[src/rtl/core/atb_pkg.sv]
// ----------------------------------------------------------------------------
// atb_pkg: shared types and constants for the arc to Bezier converter
// Item layouts, the queued job descriptor, the back-end sequencer states,
// the fixed-point constants and the CORDIC arctangent table.
// ----------------------------------------------------------------------------
package atb_pkg;

    // One arc as it arrives on the input channel.
    typedef struct packed {
        logic signed [31:0] centre_x;
        logic signed [31:0] centre_y;
        logic        [23:0] radius;
        logic        [15:0] start_angle;
        logic        [15:0] stop_angle;
    } atb_in_t;

    // One Bezier segment as it leaves on the output channel.
    typedef struct packed {
        logic signed [31:0] seg_start_x;
        logic signed [31:0] seg_start_y;
        logic signed [31:0] seg_end_x;
        logic signed [31:0] seg_end_y;
        logic signed [31:0] ctrl_a_x;
        logic signed [31:0] ctrl_a_y;
        logic signed [31:0] ctrl_b_x;
        logic signed [31:0] ctrl_b_y;
        logic        [2:0]  segment_total;
        logic               last;
    } atb_out_t;

    // Classified arc handed from the front end to the back end.
    // Angles are in 32-bit turn units.
    typedef struct packed {
        logic signed [31:0] cx;
        logic signed [31:0] cy;
        logic        [23:0] r;
        logic        [31:0] t0;
        logic        [29:0] rem;
        logic        [2:0]  total;
    } atb_job_t;

    // Back-end sequencer states.
    typedef enum logic [2:0] {
        BK_IDLE,
        BK_SEG,
        BK_TRIG,
        BK_DIV1,
        BK_DIV2,
        BK_MUL,
        BK_SUM,
        BK_EMIT
    } atb_state_t;

    // CORDIC start value (gain compensated, Q2.30) and iteration count.
    localparam logic signed [33:0] CORDIC_GAIN  = 34'sd652032874;
    localparam int                 CORDIC_STEPS = 30;

    // Control point factor for a quarter turn, Q2.30.
    localparam logic [31:0] K_QUARTER    = 32'd593011235;
    localparam logic [31:0] QUARTER_TURN = 32'h4000_0000;

    // Reciprocal of three scaled by 2^33; exact floor division for 32-bit values.
    localparam logic [31:0] RECIP_THREE  = 32'hAAAA_AAAB;

    // Arctangent of 2^-i in 32-bit turn units.
    function automatic logic [31:0] atb_atan(input logic [4:0] idx);
        logic [31:0] v;
        begin
            case (idx)
                5'd0:    v = 32'd536870912;
                5'd1:    v = 32'd316933406;
                5'd2:    v = 32'd167458907;
                5'd3:    v = 32'd85004756;
                5'd4:    v = 32'd42667331;
                5'd5:    v = 32'd21354465;
                5'd6:    v = 32'd10679838;
                5'd7:    v = 32'd5340245;
                5'd8:    v = 32'd2670163;
                5'd9:    v = 32'd1335087;
                5'd10:   v = 32'd667544;
                5'd11:   v = 32'd333772;
                5'd12:   v = 32'd166886;
                5'd13:   v = 32'd83443;
                5'd14:   v = 32'd41722;
                5'd15:   v = 32'd20861;
                5'd16:   v = 32'd10430;
                5'd17:   v = 32'd5215;
                5'd18:   v = 32'd2608;
                5'd19:   v = 32'd1304;
                5'd20:   v = 32'd652;
                5'd21:   v = 32'd326;
                5'd22:   v = 32'd163;
                5'd23:   v = 32'd81;
                5'd24:   v = 32'd41;
                5'd25:   v = 32'd20;
                5'd26:   v = 32'd10;
                5'd27:   v = 32'd5;
                5'd28:   v = 32'd3;
                5'd29:   v = 32'd1;
                default: v = 32'd0;
            endcase
            return v;
        end
    endfunction

endpackage

[src/rtl/core/atb_front.sv]
// ----------------------------------------------------------------------------
// atb_front: arc intake and classification
// Masks the radius and angles, splits the span into quarter turns plus a
// remainder, and queues the classified arc in a two-entry queue.
// ----------------------------------------------------------------------------
module atb_front
    import atb_pkg::*;
#(
    parameter int ANGLE_BITS  = 16,
    parameter int RADIUS_BITS = 24
)
(
    input  logic     clk,
    input  logic     rst_n,
    input  logic     in_valid,
    output logic     in_ready,
    input  atb_in_t  in_item,
    output logic     job_valid,
    input  logic     job_pop,
    output atb_job_t job
);

    localparam int SHIFT = 32 - ANGLE_BITS;

    atb_job_t    entry_reg [2];
    logic        wr_ptr_reg;
    logic        rd_ptr_reg;
    logic [1:0]  count_reg;

    logic [31:0] amask;
    logic [23:0] rmask;
    logic [31:0] a0w;
    logic [31:0] a1w;
    logic [31:0] t0;
    logic [31:0] t1;
    logic [31:0] diff;
    logic [2:0]  nq;
    logic        push;
    logic        pop;
    atb_job_t    cls;

    // Masks that keep the low ANGLE_BITS and RADIUS_BITS bits.
    always_comb
    begin
        for (int i = 0; i < 32; i++)
        begin
            amask[i] = (i < ANGLE_BITS);
        end
        for (int i = 0; i < 24; i++)
        begin
            rmask[i] = (i < RADIUS_BITS);
        end
    end

    // Classify: span in 32-bit turn units, whole quarters and remainder.
    always_comb
    begin
        a0w        = {16'b0, in_item.start_angle} & amask;
        a1w        = {16'b0, in_item.stop_angle} & amask;
        t0         = a0w << SHIFT;
        t1         = a1w << SHIFT;
        diff       = t1 - t0;
        nq         = (diff == 32'd0) ? 3'd4 : {1'b0, diff[31:30]};
        cls.cx     = in_item.centre_x;
        cls.cy     = in_item.centre_y;
        cls.r      = in_item.radius & rmask;
        cls.t0     = t0;
        cls.rem    = diff[29:0];
        cls.total  = nq + {2'b0, (diff[29:0] != 30'd0)};
    end

    // Two-entry queue between the front and back ends.
    assign in_ready  = (count_reg != 2'd2);
    assign push      = in_valid && in_ready;
    assign job_valid = (count_reg != 2'd0);
    assign pop       = job_pop && job_valid;
    assign job       = entry_reg[rd_ptr_reg];

    always_ff @(posedge clk or negedge rst_n)
    begin
        if (!rst_n)
        begin
            wr_ptr_reg <= 1'b0;
            rd_ptr_reg <= 1'b0;
            count_reg  <= '0;
        end
        else
        begin
            if (push)
            begin
                wr_ptr_reg <= ~wr_ptr_reg;
            end
            if (pop)
            begin
                rd_ptr_reg <= ~rd_ptr_reg;
            end
            if (push && !pop)
            begin
                count_reg <= count_reg + 2'd1;
            end
            else if (pop && !push)
            begin
                count_reg <= count_reg - 2'd1;
            end
        end
    end

    always_ff @(posedge clk)
    begin
        if (push)
        begin
            entry_reg[wr_ptr_reg] <= cls;
        end
    end

endmodule

[config.mk]
export PLATFORM = sky130hd
export DESIGN_NAME = atb_front
export DESIGN_NICKNAME = d
export VERILOG_FILES = /design/src/rtl/core/atb_pkg.sv /design/src/rtl/core/atb_front.sv
export SDC_FILE = /design/constraint.sdc
export NUM_CORES = 1
export LEC_CHECK = 0
export BUFFER_PORTS_ARGS = -buffer_cell sky130_fd_sc_hd__buf_2
export CAP_MARGIN = 20
export CORE_ASPECT_RATIO = 0.9
export CORE_MARGIN = 2
export CORE_UTILIZATION = 35
export DETAILED_ROUTE_END_ITERATION = 10
export PLACE_DENSITY = 0.62
export SYNTH_ARGS = -nofsm -noshare
export SYNTH_HDL_FRONTEND = slang
export SYNTH_SLANG_ARGS = --single-unit
[constraint.sdc]
create_clock -name clk -period 6.5 [get_ports clk]
set_input_delay 0.65 -clock clk [delete_from_list [all_inputs] [get_ports clk]]
set_output_delay 0.65 -clock clk [all_outputs]
set_load 0.01 [all_outputs]
==> flow_summary.json, run 1 <==
{
  "rsz0062_at_grt": "no",
  "drt_iter0_drc": 313,
  "drtPass1Iterations": 4,
  "skew_ns": 0.00920,
  "hp-class": "in2reg",
  "crit_path_end_kind": "primary output",
  "die_w_um": 183,
  "synth_top_area_share_pct": 71.7,
  "syn2layout_area_growth_pct": 23.8,
  "startpoint_type": "register",
  "max_freq_mhz": 271,
  "setup_violations": 0,
  "grt_max_degree": 122,
  "grt_first_pass_wirelength_mm": 30.5,
  "design.portCount": 279,
  "period_needed_ns": 3.69,
  "track_usage_pct": 13.0,
  "ir_drop_uv": 201,
  "critPathMaxFanout": 72,
  "synth_warnings": 0,
  "die-area_um2": 30300,
  "final-hold-violation-count": 0,
  "rr_worst_depth": 4,
  "synth_edf_count": 242,
  "cts_tree": "done",
  "wl_per_cell_um": 17.0,
  "arrival_ns": 3.04,
  "cts_root_buf": "clkbuf_16",
  "largest_register_ffs": 242,
  "p_leak_nw": 4.84,
  "cap_violations": 0,
  "whs_ns": 0.297,
  "port_buffers": 246,
  "finalSetupTns_ns": 0,
  "syn_avg_cell_area_um2": 17.8,
  "design.core.area_um2": 28700,
  "synth_seq_cells": 246,
  "slew_headroom_pct": 30.4,
  "min_period_over_period_pct": 56.8,
  "status": "complete, no violations",
  "fin_nets": 976,
  "syn_inst": 570,
  "vias_per_cell": 4.61,
  "dieHeight_um": 165,
  "yosys.cell_count.top_type": "edfxtp_1",
  "cts.sinks": 246,
  "ys_types": 48,
  "yosys-top-cells-area": "edfxtp_1 72%, mux2_2 14%, buf_4 2.4%",
  "clk_latency_ns": 0.54,
  "postCtsSetupBuffers": 0,
  "drive_gt1_share_pct": 49.4,
  "hpwl_mm": 13.9,
  "synthTopCellsByCount": "242 x edfxtp_1, 122 x mux2_2, 32 x buf_4, 27 x inv_1, 18 x ha_1",
  "synth-async-reset-ratio_pct": 1.63,
  "drc_errors": 0,
  "grt_pass1_vias": 5414,
  "rows": 59,
  "ant_nets": 0,
  "power.total_w": 0.00534,
  "required_ns": 5.85,
  "num_vias": 5624,
  "wirelength_mm": 20.7,
  "clockBufferDepth": 3,
  "grt-ovfl-total": 0,
  "path_class": "reg2out",
  "synth_largest_area_cell": "edfxtp_1",
  "path_clk_slew_ns": 0.06,
  "synth-seq-area-share_pct": 72.7,
  "syn-cell-area_um2": 10100,
  "start_util_pct": 35.3,
  "ys.flop_type": "edfxtp_1",
  "worst_pin_slew_ns": 1.04,
  "holdPathStages": 1,
  "routabilityCongestion": 0.768,
  "power_density_nw_per_um2": 426,
  "antenna_found_initial": 4,
  "slew_viol_final": 0,
  "htree_levels": 1,
  "cts_buffers": 27
}
## power by group
| part | leakage, nW | internal (W) | total (W) | switching, W |
|---|---|---|---|---|
| Clock | 0.406 | 0.000844 | 0.00144 | 0.000599 |
| Sequential | 2.29 | 0.00219 | 0.00235 | 0.000165 |
| Combinational | 2.14 | 0.000700 | 0.00154 | 0.000841 |
| Total | 4.84 | 0.00373 | 0.00534 | 0.00160 |
## timing repair
item,in CTS,in global routing
endpoints found under the hold margin,4,0
gates resized for setup,0,0
setup endpoints to repair,0,0
hold buffers,1,0
## layout make-up
class	instances	area (um^2)
antenna	3	7.51
clock buffer	33	698
clock inverter	15	143
fill	2593	16200
inverter	27	101
multi-input combinational	280	2480
sequential	246	7370
tap	366	458
timing repair buffer	251	1280
## logic make-up (layout without fill, tap and decap cells)
family,Yosys count,after routing,synth area share [%]
buf+inv,75,326,4.04
flops,246,246,72.7
mux,122,122,13.6
fa+ha+maj,19,19,2.42
xor+xnor,21,21,1.82
other cells,1,35,0.0370
simple gates,45,45,2.42
compound gates,41,41,2.98
## worst max-delay path, stage by stage, from the launching register on
cell and delay [ns]:
dfrtp_4 1.11, buf_4 0.71, mux2_2 0.44, buf_2 0.15
## stage by stage
stage                     util, %  cells  worst slack, ns  cell area, um^2
after floorplan                 -    601            0.127            10200
after global placement       40.7   1169             2.33            11700
after detailed placement     40.7   1169             2.30            11700
after CTS                    43.7   1218             2.70            12500
after global routing         43.7   1219             2.61            12500
final                        43.7   1221             2.81            12500
## metal layers
| layer | GRT usage [%] | share of wire [%] | wire, um |
|---|---|---|---|
| met3 | 3.84 | 7.8 | 1620 |
| met1 | 16.8 | 43 | 8960 |
| met5 | 0 | 0.097 | 20 |
| met2 | 21.3 | 46 | 9610 |
| met4 | 3.93 | 2.5 | 510 |
## cell usage in the layout (no fill, tap or decap), types with 2 or more instances in the layout
master	Yosys	routed
a211o_1	2	2
a211oi_1	2	2
a21o_1	7	7
a21oi_1	8	8
a31oi_1	3	3
and2_1	2	2
and3_4	1	2
buf_2	0	246
buf_4	32	3
bufinv_16	0	2
clkbuf_1	11	6
clkbuf_16	0	27
clkinv_1	0	5
clkinv_2	0	4
clkinvlp_4	0	2
conb_1	1	32
dfrtp_1	4	3
diode_2	0	3
edfxtp_1	242	242
ha_1	18	18
inv_1	27	27
mux2_2	122	122
nand2_1	6	6
nand2b_1	2	2
nand3_1	6	6
nand4_1	3	3
nor2_1	9	8
nor4_1	2	2
o2111ai_1	2	2
o21a_1	3	3
o21ai_0	2	2
o21ai_1	2	2
or2_2	2	2
or3_1	4	4
or4_1	2	2
xnor2_1	14	14
xor2_1	7	7
## worst paths after layout
kind                              startpoint               end  slack [ns]
min in group asynchronous              rst_n      count_reg[1]        0.45
max in group asynchronous              rst_n        rd_ptr_reg        5.92
worst max register to register  count_reg[0]  entry_reg[1][75]        3.68
worst min-delay path             in_item[62]  entry_reg[0][79]        0.30
worst min register to register  count_reg[1]      count_reg[1]        0.48
worst max-delay path              rd_ptr_reg           job[93]        2.81
No activity file was read; power rests on OpenSTA's default activity.
==> run 2: changes to the inputs <==
- ABC_AREA: default -> 1
- clock period: 6.5 -> 3.35 ns (I/O delays scaled with it)
==> run 2 against run 1 <==
Via count is 30% higher. Worst hold slack worse by 0.26 ns. Largest cell class unchanged. Die area is 3.1% higher. Highest routed layer is now met4. Largest power group unchanged. Sequential share of layout area is 6.1 points lower. Register-to-register slack worse by 2.1 ns.
==> flow_summary.json, run 2 <==
{
  "max_freq_mhz": 359,
  "arrival_ns": 3.06,
  "crit_path_end_kind": "register",
  "regArea_um2": 7370,
  "drc_errors": 0,
  "reg2reg_slack_ns": 1.56,
  "power_frac_clock_pct": 27.1,
  "slew_headroom_pct": 43.6,
  "required_ns": 3.63,
  "yosys-top-cells-area": "edfxtp_1 70%, nand2_1 16%, inv_1 2.4%",
  "holdBufCountCts": 103,
  "start_util_pct": 35.8,
  "skew_ns": 0.0151,
  "setup_violations": 0,
  "synthTopCellsByCount": "446 x nand2_1, 242 x edfxtp_1, 68 x inv_1, 32 x buf_4, 23 x clkbuf_1",
  "antennaDiodeCount": 0,
  "fin_area_um2": 14000,
  "cts_buffers": 27,
  "grt_max_degree": 78,
  "dpl_cell_area_um2": 12100,
  "cts_tree": "done",
  "syn2layout_area_growth_pct": 33.9,
  "fin_nets": 1436,
  "r2r-start": "count_reg[0]",
  "cp_slowest_cell": "dlygate4sd3_1",
  "grt_pass1_vias": 7256,
  "syn_inst": 935,
  "clockBufferDepth": 3,
  "cpPeakStageDelay_ns": 0.52,
  "wirelength_mm": 23.7,
  "rsz0062_at_grt": "no",
  "cts-resized-gates": 0,
  "rr_worst_depth": 5,
  "design.portCount": 279,
  "drtPass1Iterations": 7,
  "worst_pin_slew_ns": 0.846,
  "syn_avg_cell_area_um2": 11.2,
  "min_period_over_period_pct": 83.2,
  "p_leak_nw": 6.28,
  "rows": 59,
  "largest_register_ffs": 242,
  "ant_nets": 0,
  "vias_per_cell": 4.30,
  "path_buf_inv": 3,
  "ys.flop_type": "edfxtp_1",
  "synth_seq_cells": 246,
  "die_w_um": 186,
  "hp-start": "in_item[31]",
  "synth_top_area_share_pct": 69.6,
  "finalNonFillerCells": 1706,
  "crit_top_cell": "nand2_1",
  "cp_top_family": "adder cells",
  "seqPwrFrac_pct": 39.8,
  "whs_endpoint": "entry_reg[0][48]",
  "synth_largest_area_cell": "edfxtp_1",
  "power.total_w": 0.0110,
  "holdPathStages": 1,
  "cap_violations": 0,
  "slew_viol_final": 0,
  "final_cell_mix": "446 x nand2_1, 246 x buf_2, 242 x edfxtp_1, 103 x dlygate4sd3_1, 68 x inv_1",
  "hpwl_mm": 15.1,
  "drive_gt1_share_pct": 24.7,
  "ys_types": 28,
  "yosys.cell_count.top_type": "nand2_1",
  "final-hold-violation-count": 0,
  "synth-async-reset-ratio_pct": 1.63,
  "htree_levels": 1,
  "critPathMaxFanout": 4,
  "synth_warnings": 0,
  "switchingPower_w": 0.00371,
  "period_needed_ns": 2.79,
  "path_clk_slew_ns": 0.06,
  "track_usage_pct": 14.8,
  "grt_first_pass_wirelength_mm": 36.7,
  "cts_root_buf": "clkbuf_16",
  "multi_input_area_um2": 2590,
  "startpoint_type": "primary input",
  "swShare_pct": 33.8,
  "syn-cell-area_um2": 10400,
  "drt_iter0_drc": 349,
  "internal-power_w": 0.00728,
  "num_vias": 7330,
  "status": "complete, no violations",
  "startpoint": "in_item[16]",
  "ir_drop_uv": 478,
  "port_buffers": 246,
  "synth_edf_count": 242,
  "antenna_found_initial": 0,
  "wl_per_cell_um": 13.9,
  "cts.sinks": 246,
  "layout_commonest_cell": "nand2_1",
  "grt-ovfl-total": 0,
  "dp_cells": 1557,
  "power_density_nw_per_um2": 786,
  "reg2reg_to": "entry_reg[0][60]",
  "fillers": 2609,
  "path_class": "in2reg",
  "clk_latency_ns": 0.53,
  "postCtsSetupBuffers": 0,
  "cp_cell_sequence": "dlygate4sd3_1 > buf_2 > ha_1 > inv_1 > fa_1 > nand3_1 > nand2_1 > nand2_1 > nand2_1 > xnor2_1 > nand3_1 > nor2_4 > nand2_1 > ha_1 > ha_1 > nand2_1 > nand2_1",
  "die-area_um2": 31200,
  "comb_power_share_pct": 33.1,
  "dieHeight_um": 168,
  "hp-class": "in2reg",
  "routabilityCongestion": 0.837,
  "design.core.area_um2": 29200,
  "synth-seq-area-share_pct": 70.5
}
==> run 2: cell types whose count changed after synthesis, sizes merged, moves of 11 or more <==
cell,before,now
mux2,122,0
nand2,6,465
clkbuf,11,23
nand3,6,22
xnor2,14,3
inv,27,72
==> run 2: worst max-delay path by stage <==
stage                     depth (start not counted)  slack [ns]         endpoint
final                                            17        0.56  entry_reg[1][2]
after global routing                             17        0.32  entry_reg[0][2]
after CTS                                        17        0.60  entry_reg[0][2]
after detailed placement                         17        0.52  entry_reg[0][2]
after global placement                           17        0.58  entry_reg[0][2]
after floorplan                                   4       -0.90  entry_reg[1][0]
==> run 2: power by group through the flow <==
stage	clock network, W	logic (W)	registers (W)
after floorplan	0	0.00208	0.00448
after global routing	0.00317	0.00410	0.00444
after detailed placement	0	0.00362	0.00444
after global placement	0	0.00361	0.00442
after CTS	0.00308	0.00373	0.00438
final	0.00298	0.00364	0.00438
==> run 2: layout make-up <==
class                   instances  area share (%)
multi-input cells             587            18.5
clock inverters                11            1.31
inverters                      74            2.00
repair buffers                357            16.9
well taps                     396            3.54
flip-flops and latches        246            52.7
clock buffers                  35            5.05
==> run 2: kinds of logic (layout without fill, tap and decap cells) <==
| group | Yosys count | in the layout | synth area share (%) |
|---|---|---|---|
| xor+xnor | 5 | 5 | 0.419 |
| compound gates | 10 | 10 | 0.479 |
| flops | 246 | 246 | 70.5 |
| fa+ha+maj | 19 | 19 | 2.35 |
| other cells | 1 | 32 | 0.0359 |
| buf+inv | 133 | 477 | 5.93 |
| simple gates | 521 | 521 | 20.3 |
==> run 2: stage by stage <==
stage,hold slack (ns),utilization (%),setup TNS [ns],setup WS [ns]
final,0.0343,48.0,0,0.561
after global routing,0.00989,48.0,0,0.318
after CTS,0.000148,48.0,0,0.603
after detailed placement,0.155,41.4,0,0.517
after global placement,0.151,41.4,0,0.581
after floorplan,0.0394,-,-216.89,-0.902
==> run 2: worst reg2reg max path, cell delays in order (launching register included) <==
cell and delay, ns:
dfrtp_1 0.36, inv_1 0.08, nand2_1 0.08, nand2_1 0.15
nor2_4 0.16, buf_4 0.54
==> run 2: metal layers <==
layer  up-vias  share of wire, %  wire, um  track usage [%]
met4         0               2.2       523             3.63
met2       232                49     11600             26.8
met5         -                 0         0                0
li1       3705                 -         -                -
met3        34               7.3      1720             3.94
met1      3359                42      9860             17.4
